--- src/iopbr_pkg.sv ---
`timescale 1ns / 1ps
// ----------------------------------------------------------------------------
// iopbr_pkg
// Shared types and constants for the I/O permission bitmap range update block.
// ----------------------------------------------------------------------------
package iopbr_pkg;

	localparam int PORT_W   = 16;
	localparam int IDX_W    = PORT_W - 3;
	localparam int LIMIT_W  = IDX_W + 1;
	localparam int STATUS_W = 2;

	localparam logic [STATUS_W-1:0] ST_OK          = 2'd0;
	localparam logic [STATUS_W-1:0] ST_NOT_PRESENT = 2'd1;
	localparam logic [STATUS_W-1:0] ST_BAD_RANGE   = 2'd2;

	localparam logic [7:0] BYTE_ONES = 8'hff;
	localparam logic [2:0] BIT_TOP   = 3'd7;

	typedef enum logic [5:0] {
		S_INIT   = 6'b000001,
		S_IDLE   = 6'b000010,
		S_CHECK  = 6'b000100,
		S_WALK   = 6'b001000,
		S_MODIFY = 6'b010000,
		S_DONE   = 6'b100000
	} state_t;

	typedef struct packed {
		logic load;
		logic load_idx;
		logic set_present;
		logic rd;
		logic wr;
		logic next;
		logic clr;
		logic load_out;
	} dp_cmd_t;

	typedef struct packed {
		logic absent_err;
		logic range_err;
		logic in_store;
		logic at_last;
		logic full;
		logic deny;
		logic clr_done;
		logic out_free;
	} dp_stat_t;

endpackage

--- src/io_permission_bitmap_range_update_top.sv ---
`timescale 1ns / 1ps
// flow: a rejected request goes from the check straight to the result; an accepted
//   range walks its bytes, writing whole ones and read-modify-writing partial ones
//   until the last byte or the end of the store; one request at a time, the next
//   taken once the result loads; a held result stalls the walk end
// reset: a clearing pass fills every one of the MAP_BYTES bitmap bytes with ones,
//   in_ready stays low until it ends
// ----------------------------------------------------------------------------
// io_permission_bitmap_range_update_top
// Grants or revokes an inclusive port range in a byte-packed deny bitmap.
// ----------------------------------------------------------------------------
module io_permission_bitmap_range_update_top import iopbr_pkg::*; #(
	parameter int MAP_BYTES = 8192
) (
	input  logic                clk,
	input  logic                arst_n,
	input  logic                in_valid,
	output logic                in_ready,
	input  logic                req_type,
	input  logic [PORT_W-1:0]   first_port,
	input  logic [PORT_W-1:0]   last_port,
	output logic                out_valid,
	input  logic                out_ready,
	output logic [STATUS_W-1:0] status
);

	dp_cmd_t  cmd;
	dp_stat_t stat;

	iopbr_ctrl u_ctrl (
		.clk      (clk),
		.arst_n   (arst_n),
		.in_valid (in_valid),
		.in_ready (in_ready),
		.stat     (stat),
		.cmd      (cmd)
	);

	iopbr_dp #(
		.MAP_BYTES (MAP_BYTES)
	) u_dp (
		.clk        (clk),
		.arst_n     (arst_n),
		.cmd        (cmd),
		.stat       (stat),
		.req_type   (req_type),
		.first_port (first_port),
		.last_port  (last_port),
		.out_valid  (out_valid),
		.out_ready  (out_ready),
		.status     (status)
	);

endmodule

--- src/iopbr_ctrl.sv ---
`timescale 1ns / 1ps
// ----------------------------------------------------------------------------
// iopbr_ctrl
// Sequencer: clearing sweep after reset, request check, byte walk over the
// range with read-modify-write of partial bytes, result hand-off.
// ----------------------------------------------------------------------------
module iopbr_ctrl import iopbr_pkg::*; (
	input  logic     clk,
	input  logic     arst_n,
	input  logic     in_valid,
	output logic     in_ready,
	input  dp_stat_t stat,
	output dp_cmd_t  cmd
);

	state_t state_q, state_d;

	assign in_ready = (state_q == S_IDLE);

	always_comb begin
		state_d = state_q;
		cmd     = '0;
		case (state_q)
			S_INIT: begin
				cmd.clr = 1'b1;
				if (stat.clr_done) begin
					state_d = S_IDLE;
				end
			end
			S_IDLE: begin
				if (in_valid) begin
					cmd.load = 1'b1;
					state_d  = S_CHECK;
				end
			end
			S_CHECK: begin
				if (stat.absent_err || stat.range_err) begin
					state_d = S_DONE;
				end else begin
					cmd.set_present = !stat.deny;
					cmd.load_idx    = 1'b1;
					state_d         = S_WALK;
				end
			end
			S_WALK: begin
				if (!stat.in_store) begin
					state_d = S_DONE;
				end else if (stat.full) begin
					cmd.wr = 1'b1;
					if (stat.at_last) begin
						state_d = S_DONE;
					end else begin
						cmd.next = 1'b1;
					end
				end else begin
					cmd.rd  = 1'b1;
					state_d = S_MODIFY;
				end
			end
			S_MODIFY: begin
				cmd.wr = 1'b1;
				if (stat.at_last) begin
					state_d = S_DONE;
				end else begin
					cmd.next = 1'b1;
					state_d  = S_WALK;
				end
			end
			S_DONE: begin
				if (stat.out_free) begin
					cmd.load_out = 1'b1;
					state_d      = S_IDLE;
				end
			end
			default: begin
				state_d = S_INIT;
			end
		endcase
	end

	always_ff @(posedge clk or negedge arst_n) begin
		if (!arst_n) begin
			state_q <= S_INIT;
		end else begin
			state_q <= state_d;
		end
	end

endmodule

--- src/iopbr_dp.sv ---
`timescale 1ns / 1ps
// ----------------------------------------------------------------------------
// iopbr_dp
// Datapath: request registers, byte index and masks, bitmap memory,
// map-present flag and the result register.
// ----------------------------------------------------------------------------
module iopbr_dp import iopbr_pkg::*; #(
	parameter int MAP_BYTES = 8192
) (
	input  logic                clk,
	input  logic                arst_n,
	input  dp_cmd_t             cmd,
	output dp_stat_t            stat,
	input  logic                req_type,
	input  logic [PORT_W-1:0]   first_port,
	input  logic [PORT_W-1:0]   last_port,
	output logic                out_valid,
	input  logic                out_ready,
	output logic [STATUS_W-1:0] status
);

	localparam int AW = (MAP_BYTES > 1) ? $clog2(MAP_BYTES) : 1;
	localparam logic [LIMIT_W-1:0] MapLimit = LIMIT_W'(MAP_BYTES);
	localparam logic [AW-1:0] ClrLast = AW'(MAP_BYTES - 1);

	logic                deny_q;
	logic [PORT_W-1:0]   first_q;
	logic [PORT_W-1:0]   last_q;
	logic [IDX_W-1:0]    idx_q;
	logic [AW-1:0]       clr_q;
	logic                present_q;
	logic                out_valid_q;
	logic [STATUS_W-1:0] status_q;
	logic [7:0]          rd_q;
	logic [7:0]          mem [MAP_BYTES];

	logic [2:0] lo, hi;
	logic [7:0] mask, base, wdata;
	logic       at_first;

	assign at_first = (idx_q == first_q[PORT_W-1:3]);
	assign lo       = at_first ? first_q[2:0] : 3'd0;
	assign hi       = stat.at_last ? last_q[2:0] : BIT_TOP;
	assign mask     = (BYTE_ONES << lo) & (BYTE_ONES >> (BIT_TOP - hi));
	assign base     = stat.full ? 8'h00 : rd_q;
	assign wdata    = deny_q ? (base | mask) : (base & ~mask);

	assign stat.absent_err = deny_q && !present_q;
	assign stat.range_err  = (first_q > last_q);
	assign stat.in_store   = ({1'b0, idx_q} < MapLimit);
	assign stat.at_last    = (idx_q == last_q[PORT_W-1:3]);
	assign stat.full       = (mask == BYTE_ONES);
	assign stat.deny       = deny_q;
	assign stat.clr_done   = (clr_q == ClrLast);
	assign stat.out_free   = !out_valid_q || out_ready;

	// request and walk registers
	always_ff @(posedge clk) begin
		if (cmd.load) begin
			deny_q  <= req_type;
			first_q <= first_port;
			last_q  <= last_port;
		end
		if (cmd.load_idx) begin
			idx_q <= first_q[PORT_W-1:3];
		end else if (cmd.next) begin
			idx_q <= idx_q + 1'b1;
		end
		if (cmd.load_out) begin
			status_q <= stat.absent_err ? ST_NOT_PRESENT :
			            stat.range_err  ? ST_BAD_RANGE   : ST_OK;
		end
	end

	// bitmap store
	always_ff @(posedge clk) begin
		if (cmd.clr) begin
			mem[clr_q] <= BYTE_ONES;
		end else if (cmd.wr) begin
			mem[idx_q[AW-1:0]] <= wdata;
		end
		if (cmd.rd) begin
			rd_q <= mem[idx_q[AW-1:0]];
		end
	end

	always_ff @(posedge clk or negedge arst_n) begin
		if (!arst_n) begin
			clr_q       <= '0;
			present_q   <= 1'b0;
			out_valid_q <= 1'b0;
		end else begin
			if (cmd.clr && !stat.clr_done) begin
				clr_q <= clr_q + 1'b1;
			end
			if (cmd.set_present) begin
				present_q <= 1'b1;
			end
			if (cmd.load_out) begin
				out_valid_q <= 1'b1;
			end else if (out_ready) begin
				out_valid_q <= 1'b0;
			end
		end
	end

	assign out_valid = out_valid_q;
	assign status    = status_q;

endmodule

--- config.mk ---
export PLATFORM = sky130hd
export DESIGN_NAME = io_permission_bitmap_range_update_top
export DESIGN_NICKNAME = d
export VERILOG_FILES = /design/src/iopbr_pkg.sv /design/src/io_permission_bitmap_range_update_top.sv /design/src/iopbr_ctrl.sv /design/src/iopbr_dp.sv
export SDC_FILE = /design/constraint.sdc
export NUM_CORES = 1
export LEC_CHECK = 0
export ABC_AREA = 1
export BUFFER_PORTS_ARGS = -buffer_cell sky130_fd_sc_hd__buf_2
export CORE_MARGIN = 2
export CORE_UTILIZATION = 53
export DETAILED_ROUTE_END_ITERATION = 12
export PLACE_DENSITY = 0.81
export SYNTH_ARGS = -nofsm -noshare
export SYNTH_HDL_FRONTEND = slang
export SYNTH_SLANG_ARGS = --single-unit
--- constraint.sdc ---
create_clock -name clk -period 3.1 [get_ports clk]
set_input_delay 0.155 -clock clk [delete_from_list [all_inputs] [get_ports clk]]
set_output_delay 0.155 -clock clk [all_outputs]
set_load 0.02 [all_outputs]
==> results.md, run 1 <==
- Total clock buffers created by CTS: 9
- Relative slew slack: between 50% and 60%
- Cells after synthesis: around 420
- Critical path class: flip-flop to flip-flop
- Vias in the first global route: 2,950
- # placed instances: between 500 and 600
- Min-delay worst type: primary input to flip-flop
- Clk_lat worst skew: ~0.36 ns
- Largest net degree at the start of global routing: 34
- Critical Path Most Common Cell: nand2_1
- H-tree levels: 3
- Routed vias: around 3,100
- Antenna cells: 0
- DP Wirelength: ~5600 um
- Drt wl/cell: approximately 13 um
- Arr. time, crit path: between 2 and 2.5 ns
- Total core area: around 6900 um^2
- Initial core utilization: around 55%
- Total power: around 2.4 mW
- DRC violations left: 0
- Avg Cell Area, Syn: ~9 um^2
- Maximum clock frequency: 0.424 GHz
- Final Instance Area: approximately 4700 um^2
- Final #Nets: between 500 and 600
- Area of the multi-input gates: roughly 1500 um^2
- Slew at the pin closest to its max-slew limit: 0.672 ns
- Gr ovfl total: 0
- Sequential cell area fraction in the yosys report: between 50% and 60%
- Power per standard cell area: 508 nW/um^2
- I/O pins: between 40 and 50
- Die area: between 7000 and 8000 um^2
- Initial antenna violation count: 0
- Final setup violation count: 0
- Ys Warns: 0
- FF/Latch Area: between 1500 and 2000 um^2
- Initial detailed-routing violation count: 186
- R2R depth: 10
- Die span in x: 88.5 um
- Netlist cell types: 33
- Hold buffers post-CTS: 35
- Overall routing resource usage: between 20% and 30%
- Gpl congestion: 0.950
- Max-cap viol count: 0
- Leakage: roughly 2.2 nW
- Top cell type's share of synthesized area: about two fifths
- Final Util: 67.7%
- Global-route wire length before repair: 12,900 um
- Status: finished, final reports clean
- Final Hold Viols: 0
- Worst setup EP type: flip-flop
- DRT Wirelength: 7930 um
- Post-DR vias/cell: 5.03
- Worst clock skew: just under 0.01 ns
- CTS Root Cell: clkbuf_8
- Peak supply drop: approximately 0.32 mV
- Cts repair resizes: 0
- Post-DP Area: slightly above 4000 um^2
- Synthesized flop and latch total: 69
- Post-DRT Antenna Nets: 0
- Mapped cell area: approximately 3800 um^2
- Clk sinks: about 70
- Syn Nets: around 480
- TritonRoute pass-1 iters: 5
- Worst-path maximum fanout: 13
- Hold path depth: 3
- Maximum clock path buffer count: 2
- Fraction of layout cells with a size suffix above 1: roughly 15%
- # port buffers: 40
- Fillers: approximately 530
- Required time of the worst setup path: between 3 and 4 ns
- RSZ-0062 raised after global routing: no
- Crit-path slowest cell: nand3_1
- Startpoint Class: flip-flop
- Critical path cell sequence: ha_1, nand2_1, inv_1, nand3_1, nor2_1, nand2_1, nand2_1, nand2_1, nand3_1, nand3_1
- Period utilisation layout: about three quarters
- Setup repair bufs after CTS: 0
- Largest stage delay on the critical path: 0.49 ns
- Area grow syn2layout: 22.9%
- Height of the die: between 80 and 90 um
- Cell taking the most area after synthesis: edfxtp_1
- Synth top area cells: edfxtp_1, dfrtp_1, nand2_1, inv_1, ha_1
- Post-Layout Cell Count: 606
- Tmin final: around 2.4 ns
- TritonCTS clock tree: done
- Final setup TNS: 0 ns
- Clock transition at path regs: 0.08 ns
- Slew Viols, Final: 0
- Cell Rows: 30
-- state kept, by name (all words and copies together) (netlist names) --
register	flops
u_dp.clr_q	13
u_dp.idx_q	13
u_dp.present_q	1
u_dp.out_valid	1
u_dp.first_q	16
u_dp.status	2
u_ctrl.state_q	6
u_dp.last_q	16
u_dp.deny_q	1
-- where the power goes --
part | switching [mW] | internal [mW] | total (mW)
sequential | 0.0737 | 1.10 | 1.17
clock | 0.340 | 0.429 | 0.769
combinational | 0.255 | 0.170 | 0.425
total | 0.668 | 1.70 | 2.36
-- layout make-up --
type / count / share of cell area (%)
timing repair buffer: 77 / 12.2
clock buffer: 14 / 4.41
sequential: 69 / 42.3
multi-input combinational: 280 / 32.8
tap: 96 / 2.58
inverter: 68 / 5.49
clock inverter: 2 / 0.215
-- metrics by stage --
stage	worst slack (ns)	hold WS (ns)
6_report	0.741	0.0646
5_1_grt	0.426	0.0824
4_1_cts	0.741	0.0600
3_5_place_dp	0.763	0.135
3_3_place_gp	0.758	0.125
2_1_floorplan	0.548	-0.141
-- routing by layer --
metal | vias to the layer above | part of all wire [%] | wire (um) | track usage (%)
li1 | 1521 | - | - | -
met1 | 1414 | 42 | 3360 | 26.7
met2 | 95 | 49 | 3900 | 37.1
met3 | 21 | 5.7 | 452 | 6.72
met4 | 0 | 2.7 | 214 | 9.78
met5 | - | 0 | 0 | 0
-- synth_stat cells (all sizes together) --
master  count
dfrtp      20
nor4        2
nor3        8
inv        68
or2         1
dfstp       1
edfxtp     48
xor2       18
nand2     132
ha         18
nand4      11
o21bai      1
nand3      18
a21oi       8
xnor2       5
o41ai       1
a21o        1
o21ai      19
nor2       36
a21boi      1
buf         4
-- layout by cell type (no fill, tap or decap), types with 4 or more instances in the layout --
cell type,instances
dlygate4sd3_1,35
dfrtp_1,20
nand2_1,132
nand4_1,10
inv_1,64
nor3_1,5
a21oi_1,7
ha_1,18
inv_2,4
nand3_2,5
edfxtp_1,48
clkbuf_8,11
o21ai_0,17
nor2_1,32
xor2_1,18
nand3_1,13
buf_2,40
xnor2_1,5
-- kinds of logic after synthesis --
group / count (synthesis) / share of synthesized area [%]
buffers and inverters: 72 / 7.73
xor gates and xnor gates: 23 / 5.32
and+or+nand+nor: 208 / 24.4
AOI/OAI and AO/OA: 31 / 4.59
DFF: 69 / 52.0
adders and majority gates: 18 / 5.95
-- critical path, delay by kind of cell (launching register included) --
family,cells,cell delay (ns)
adders and majority gates,1,0.33
buffers and inverters,1,0.07
DFF,1,0.43
and+or+nand+nor,8,1.08
-- final timing paths --
check | slack [ns] | end | start
max in group asynchronous | 2.47 | u_ctrl.state_q[0] | arst_n
min reg2reg | 0.46 | u_dp.present_q | u_dp.present_q
max reg2reg | 0.74 | u_dp.idx_q[10] | u_dp.first_q[11]
max | 0.74 | u_dp.idx_q[10] | u_dp.first_q[11]
min | 0.06 | u_ctrl.state_q[2] | in_valid
min in group asynchronous | 0.28 | u_ctrl.state_q[2] | arst_n
(Power assumes the default switching activity.)
==> inputs of run 2 (changes only) <==
Clock period 3.1 ns to 2.4 ns, I/O delays scaled along.
==> results.md, run 2 (synthesized netlist as in run 1, its figures left out) <==
- Status: finished, final reports clean
- Height of the die: 88.5 um (unchanged)
- Max-cap viol count: 0 (unchanged)
- Gr ovfl total: 0 (unchanged)
- DP Wirelength: 5740 um (+3.0%)
- Most frequent cells in the layout: nand2_1, inv_1, edfxtp_1
- # placed instances: 557 (+0.36%)
- Total power: 2.95 mW (+25%)
- Routed vias: 3,072 (+0.69%)
- Slew at the pin closest to its max-slew limit: 0.473 ns (-0.200 ns)
- Total clock buffers created by CTS: 9 (unchanged)
- Post-Layout Cell Count: 608 (+0.33%)
- Final setup TNS: 0 ns (unchanged)
- Arr. time, crit path: 2.30 ns (+0.03 ns)
- Global-route wire length before repair: 13,700 um (+6.5%)
- Area grow syn2layout: 22.2%
- Top delay family on crit path: simple AND/OR/NAND/NOR gates
- Critical path cell sequence: ha_1, nand4_1, nor2_2, nand3_1, nand2_1, nand3_1, buf_4, nand2_1, o21ai_0
- RSZ-0062 raised after global routing: no
- TritonCTS clock tree: done
- Final setup violation count: 0 (unchanged)
- Vias in the first global route: 3,161 (+7.2%)
- Initial detailed-routing violation count: 172 (-7.5%)
- Worst clock skew: 0.0162 ns (+0.00659 ns)
- TritonRoute pass-1 iters: 5 (unchanged)
- Overall routing resource usage: 23.2% (+1.0 points)
- WP buf/inv: 1 (unchanged)
- Cell Rows: 30 (unchanged)
- Final Util: 67.4% (-0.35 points)
- Slew Viols, Final: 0 (unchanged)
- Maximum clock path buffer count: 2 (unchanged)
- Maximum clock frequency: 0.453 GHz (+6.8%)
- Clk sinks: 69 (unchanged)
- Final #Nets: 562 (+0.36%)
- Leakage: 2.17 nW (-0.53%)
- Total core area: 6870 um^2 (unchanged)
- CTS Root Cell: clkbuf_8
- Post-DR vias/cell: 5.05 (+0.36%)
- Period utilisation layout: 92.0% (+16 points)
- Gpl congestion: 0.888 (-6.5%)
- Worst-path maximum fanout: 17 (+4)
- Worst setup EP type: flip-flop
- Setup repair bufs after CTS: 0 (unchanged)
- Critical path class: flip-flop to flip-flop
- Drt wl/cell: 13.5 um (+3.4%)
- Largest stage delay on the critical path: 0.45 ns (-0.04 ns)
- Relative slew slack: 68.2% (+13 points)
- I/O pins: 41 (unchanged)
- # port buffers: 40 (unchanged)
- DRC violations left: 0 (unchanged)
- Hold_ws: 0.0210 ns (-0.0437 ns)
- Tmin final: 2.21 ns (-0.151 ns)
- Antenna cells: 0 (unchanged)
- Die area: 7840 um^2 (unchanged)
- Die span in x: 88.5 um (unchanged)
- Clk_lat worst skew: 0.36 ns (about the same)
- Final Hold Viols: 0 (unchanged)
- Power per standard cell area: 637 nW/um^2 (+25%)
- Required time of the worst setup path: 2.49 ns (-0.53 ns)
- H-tree levels: 3 (unchanged)
- Min-delay worst type: primary input to flip-flop
- Peak supply drop: 0.480 mV (+51%)
- Fraction of layout cells with a size suffix above 1: 15.8% (+0.53 points)
- Initial core utilization: 55.1% (unchanged)
- DRT Wirelength: 8220 um (+3.8%)
- Crit-path slowest cell: edfxtp_1
- Clock transition at path regs: 0.08 ns (about the same)
- Largest net degree at the start of global routing: 34 (unchanged)
- Post-DRT Antenna Nets: 0 (unchanged)
- Startpoint Class: flip-flop
- Initial antenna violation count: 0 (unchanged)
- Leading cell type in the layout, fill and taps excluded: nand2_1
- Largest regs: u_dp.first_q x16, u_dp.last_q x16
==> run 2: cell count changes in the layout (fill, tap and decap cells not counted), sizes merged <==
cell    before  now
clkinv       2    4
clkbuf      14   10
inv         68   70
buf         42   44
==> run 2: power breakdown <==
group	total, mW	internal [mW]	switching (mW)
registers	1.51	1.41	0.0980
logic	0.578	0.233	0.345
clock network	0.857	0.383	0.474
==> run 2: metrics by stage <==
stage | instance area (um^2) | setup slack, ns
floorplan | 3790 | 0.279
global placement | 4100 | 0.209
detailed placement | 4100 | 0.173
CTS | 4630 | 0.171
global route | 4630 | 0.0248
finish | 4630 | 0.192
==> run 2: final timing paths <==
kind / from / end / slack [ns] / depth (start not counted)
worst max-delay path: u_dp.first_q[15] / u_dp.idx_q[0] / 0.19 / 9
worst min-delay path: in_valid / u_ctrl.state_q[2] / 0.02 / 3
worst max register to register: u_dp.first_q[15] / u_dp.idx_q[0] / 0.19 / 9
worst min register to register: u_dp.present_q / u_dp.present_q / 0.47 / 2
max in group asynchronous: arst_n / u_ctrl.state_q[0] / 1.78 / 2
min in group asynchronous: arst_n / u_ctrl.state_q[1] / 0.27 / 2
==> run 2: final cells by class <==
| cell class | instances | area, um^2 |
|---|---|---|
| Clock buffer | 10 | 128 |
| Sequential cell | 69 | 1970 |
| Inverter | 68 | 255 |
| Timing Repair Buffer | 79 | 581 |
| Fill cell | 518 | 2240 |
| Multi-Input combinational cell | 280 | 1530 |
| Clock inverter | 6 | 46.3 |
| Tap cell | 96 | 120 |
==> run 2: worst min-delay path: stages <==
cell and delay (ns):
buf_2 0.08, inv_1 0.05, nor2_1 0.09
==> run 2: repair_timing <==
action / in CTS / in global routing
hold buffers: 35 / 0
hold endpoints to repair: 54 / 0
gates resized for setup: 0 / 1
setup endpoints to repair: 0 / 22
==> run 2: routing by layer <==
metal | global-route usage, % | routed length (um) | share of wire (%) | up-vias
met4 | 11.3 | 247 | 3.0 | 0
met2 | 40.8 | 4190 | 51 | 97
met5 | 0 | 0 | 0 | -
met1 | 26.5 | 3450 | 42 | 1419
li1 | - | - | - | 1530
met3 | 5.69 | 334 | 4.1 | 26
==> inputs of run 3 (changes only) <==
Settings changed: MAX_ROUTING_LAYER from default to met4, TNS_END_PERCENT from default to 10.
==> results.md, run 3 (synthesized netlist as in run 1, its figures left out) <==
- Most frequent cells in the layout: nand2_1, inv_1, edfxtp_1
- Startpoint Class: flip-flop
- I/O pins: 41 (unchanged)
- TritonCTS clock tree: done
- Initial detailed-routing violation count: 158 (-8.1%)
- CTS Root Cell: clkbuf_8
- Critical path class: flip-flop to flip-flop
- Worst-path maximum fanout: 17 (unchanged)
- Tmin final: 2.21 ns (+0.00330 ns)
- Leading cell type in the layout, fill and taps excluded: nand2_1
- Worst setup EP type: flip-flop
- Setup repair bufs after CTS: 0 (unchanged)
- TritonRoute pass-1 iters: 4 (-1)
- DP Wirelength: 5740 um (unchanged)
- Final #Nets: 562 (unchanged)
- Drt wl/cell: 13.5 um (-0.26%)
- Routed vias: 3,062 (-0.33%)
- Die area: 7840 um^2 (unchanged)
- Period utilisation layout: 92.1% (+0.14 points)
- Clock transition at path regs: 0.08 ns (about the same)
- # port buffers: 40 (unchanged)
- Post-DRT Antenna Nets: 0 (unchanged)
- Gr ovfl total: 0 (unchanged)
- DRC violations left: 0 (unchanged)
- Min-delay worst type: primary input to flip-flop
- Arr. time, crit path: 2.30 ns (about the same)
- Fraction of layout cells with a size suffix above 1: 15.8% (unchanged)
- Post-Layout Cell Count: 608 (unchanged)
- Max-cap viol count: 0 (unchanged)
- Worst Setup EP: u_dp.idx_q[0]
- Total core area: 6870 um^2 (unchanged)
- Final Hold Viols: 0 (unchanged)
- Gpl congestion: 0.903 (+1.7%)
- Post-DR vias/cell: 5.04 (-0.33%)
- Maximum clock path buffer count: 2 (unchanged)
- Leakage: 2.17 nW (unchanged)
- Origin of the worst setup path: u_dp.first_q[15]
- Relative slew slack: 68.3% (+0.12 points)
- Global-route wire length before repair: 13,700 um (about the same)
- Slew at the pin closest to its max-slew limit: 0.471 ns (-0.00172 ns)
- Maximum clock frequency: 0.452 GHz (-0.15%)
- Total power: 2.94 mW (-0.14%)
- Antenna cells: 0 (unchanged)
- Height of the die: 88.5 um (unchanged)
- Post-DP Area: 4100 um^2 (unchanged)
- FF-to-FF setup slack: 0.19 ns (about the same)
- Cell Rows: 30 (unchanged)
- RR Startpoint: u_dp.first_q[15]
- RSZ-0062 raised after global routing: no
- Final setup violation count: 0 (unchanged)
- Vias in the first global route: 3,163 (+0.063%)
- DRT Wirelength: 8200 um (-0.26%)
- Final Instance Area: 4630 um^2 (unchanged)
- Clk sinks: 69 (unchanged)
- Peak supply drop: 0.481 mV (+0.24%)
- Required time of the worst setup path: 2.49 ns (about the same)
- Total clock buffers created by CTS: 9 (unchanged)
- FF-to-FF End: u_dp.idx_q[0]
- Final setup TNS: 0 ns (unchanged)
- Largest net degree at the start of global routing: 34 (unchanged)
- # placed instances: 557 (unchanged)
- R2R depth: 9 (unchanged)
- Overall routing resource usage: 24.0% (+0.73 points)
- Status: finished, final reports clean
- Power per standard cell area: 636 nW/um^2 (-0.14%)
- Die span in x: 88.5 um (unchanged)
- Initial antenna violation count: 0 (unchanged)
- Slew Viols, Final: 0 (unchanged)
- Area grow syn2layout: 22.2% (unchanged)
- Worst clock skew: 0.0173 ns (+0.00111 ns)
- Clk_lat worst skew: 0.36 ns (about the same)
- Initial core utilization: 55.1% (unchanged)
- Largest regs: u_dp.first_q x16, u_dp.last_q x16
- H-tree levels: 3 (unchanged)
run 3: cell counts in the layout (fill, tap and decap cells not counted):
No cell type changed its count.
run 3: power by group:
part | total, mW | internal (mW) | switching, mW
combinational | 0.578 | 0.233 | 0.345
clock | 0.855 | 0.383 | 0.472
sequential | 1.51 | 1.41 | 0.0953
total | 2.94 | 2.03 | 0.913
run 3: through the flow:
step           setup WS (ns)  utilization [%]  hold WS (ns)
2_1_floorplan          0.279                -        -0.176
3_3_place_gp           0.209             59.7        0.0999
3_5_place_dp           0.173             59.7         0.100
4_1_cts                0.171             67.3       0.00596
5_1_grt               0.0248             67.4        0.0263
6_report               0.189             67.4        0.0214
run 3: what timing repair did:
item	4_1_cts	5_1_grt
endpoints found under the hold margin	54	0
endpoints found under the setup margin	0	22
resized for setup	0	1
hold buffers	35	0
run 3: how the worst min path moves through the flow:
stage | to | slack, ns | cells past startpoint | start
2_1_floorplan | u_ctrl.state_q[1] | -0.18 | 0 | arst_n
3_3_place_gp | u_dp.out_valid | 0.1 | 1 | arst_n
3_5_place_dp | u_dp.out_valid | 0.10 | 1 | arst_n
4_1_cts | u_ctrl.state_q[2] | 0.006 | 3 | in_valid
5_1_grt | u_ctrl.state_q[2] | 0.03 | 3 | in_valid
6_report | u_ctrl.state_q[2] | 0.02 | 3 | in_valid
run 3: cell type report:
| class | instances | area [um^2] |
|---|---|---|
| Fill cell | 518 | 2240 |
| Timing Repair Buffer | 79 | 581 |
| Inverter | 68 | 255 |
| Clock buffer | 10 | 128 |
| Multi-Input combinational cell | 280 | 1530 |
| Clock inverter | 6 | 46.3 |
| Tap cell | 96 | 120 |
| Sequential cell | 69 | 1970 |
run 3: critical path, cell delays in order (launching register included):
cell	delay (ns)
edfxtp_1	0.45
ha_1	0.35
nand4_1	0.19
nor2_2	0.23
nand3_1	0.09
nand2_1	0.11
nand3_1	0.15
buf_4	0.24
nand2_1	0.08
o21ai_0	0.07
run 3: per-layer routing:
metal / part of all wire (%) / routed length [um] / vias to the layer above / GRT usage, %
met5: 0 / 0 / - / -
met2: 51 / 4190 / 79 / 41.0
li1: - / - / 1531 / -
met1: 42 / 3440 / 1425 / 26.4
met4: 3.0 / 248 / 0 / 11.3
met3: 4.0 / 332 / 27 / 5.60
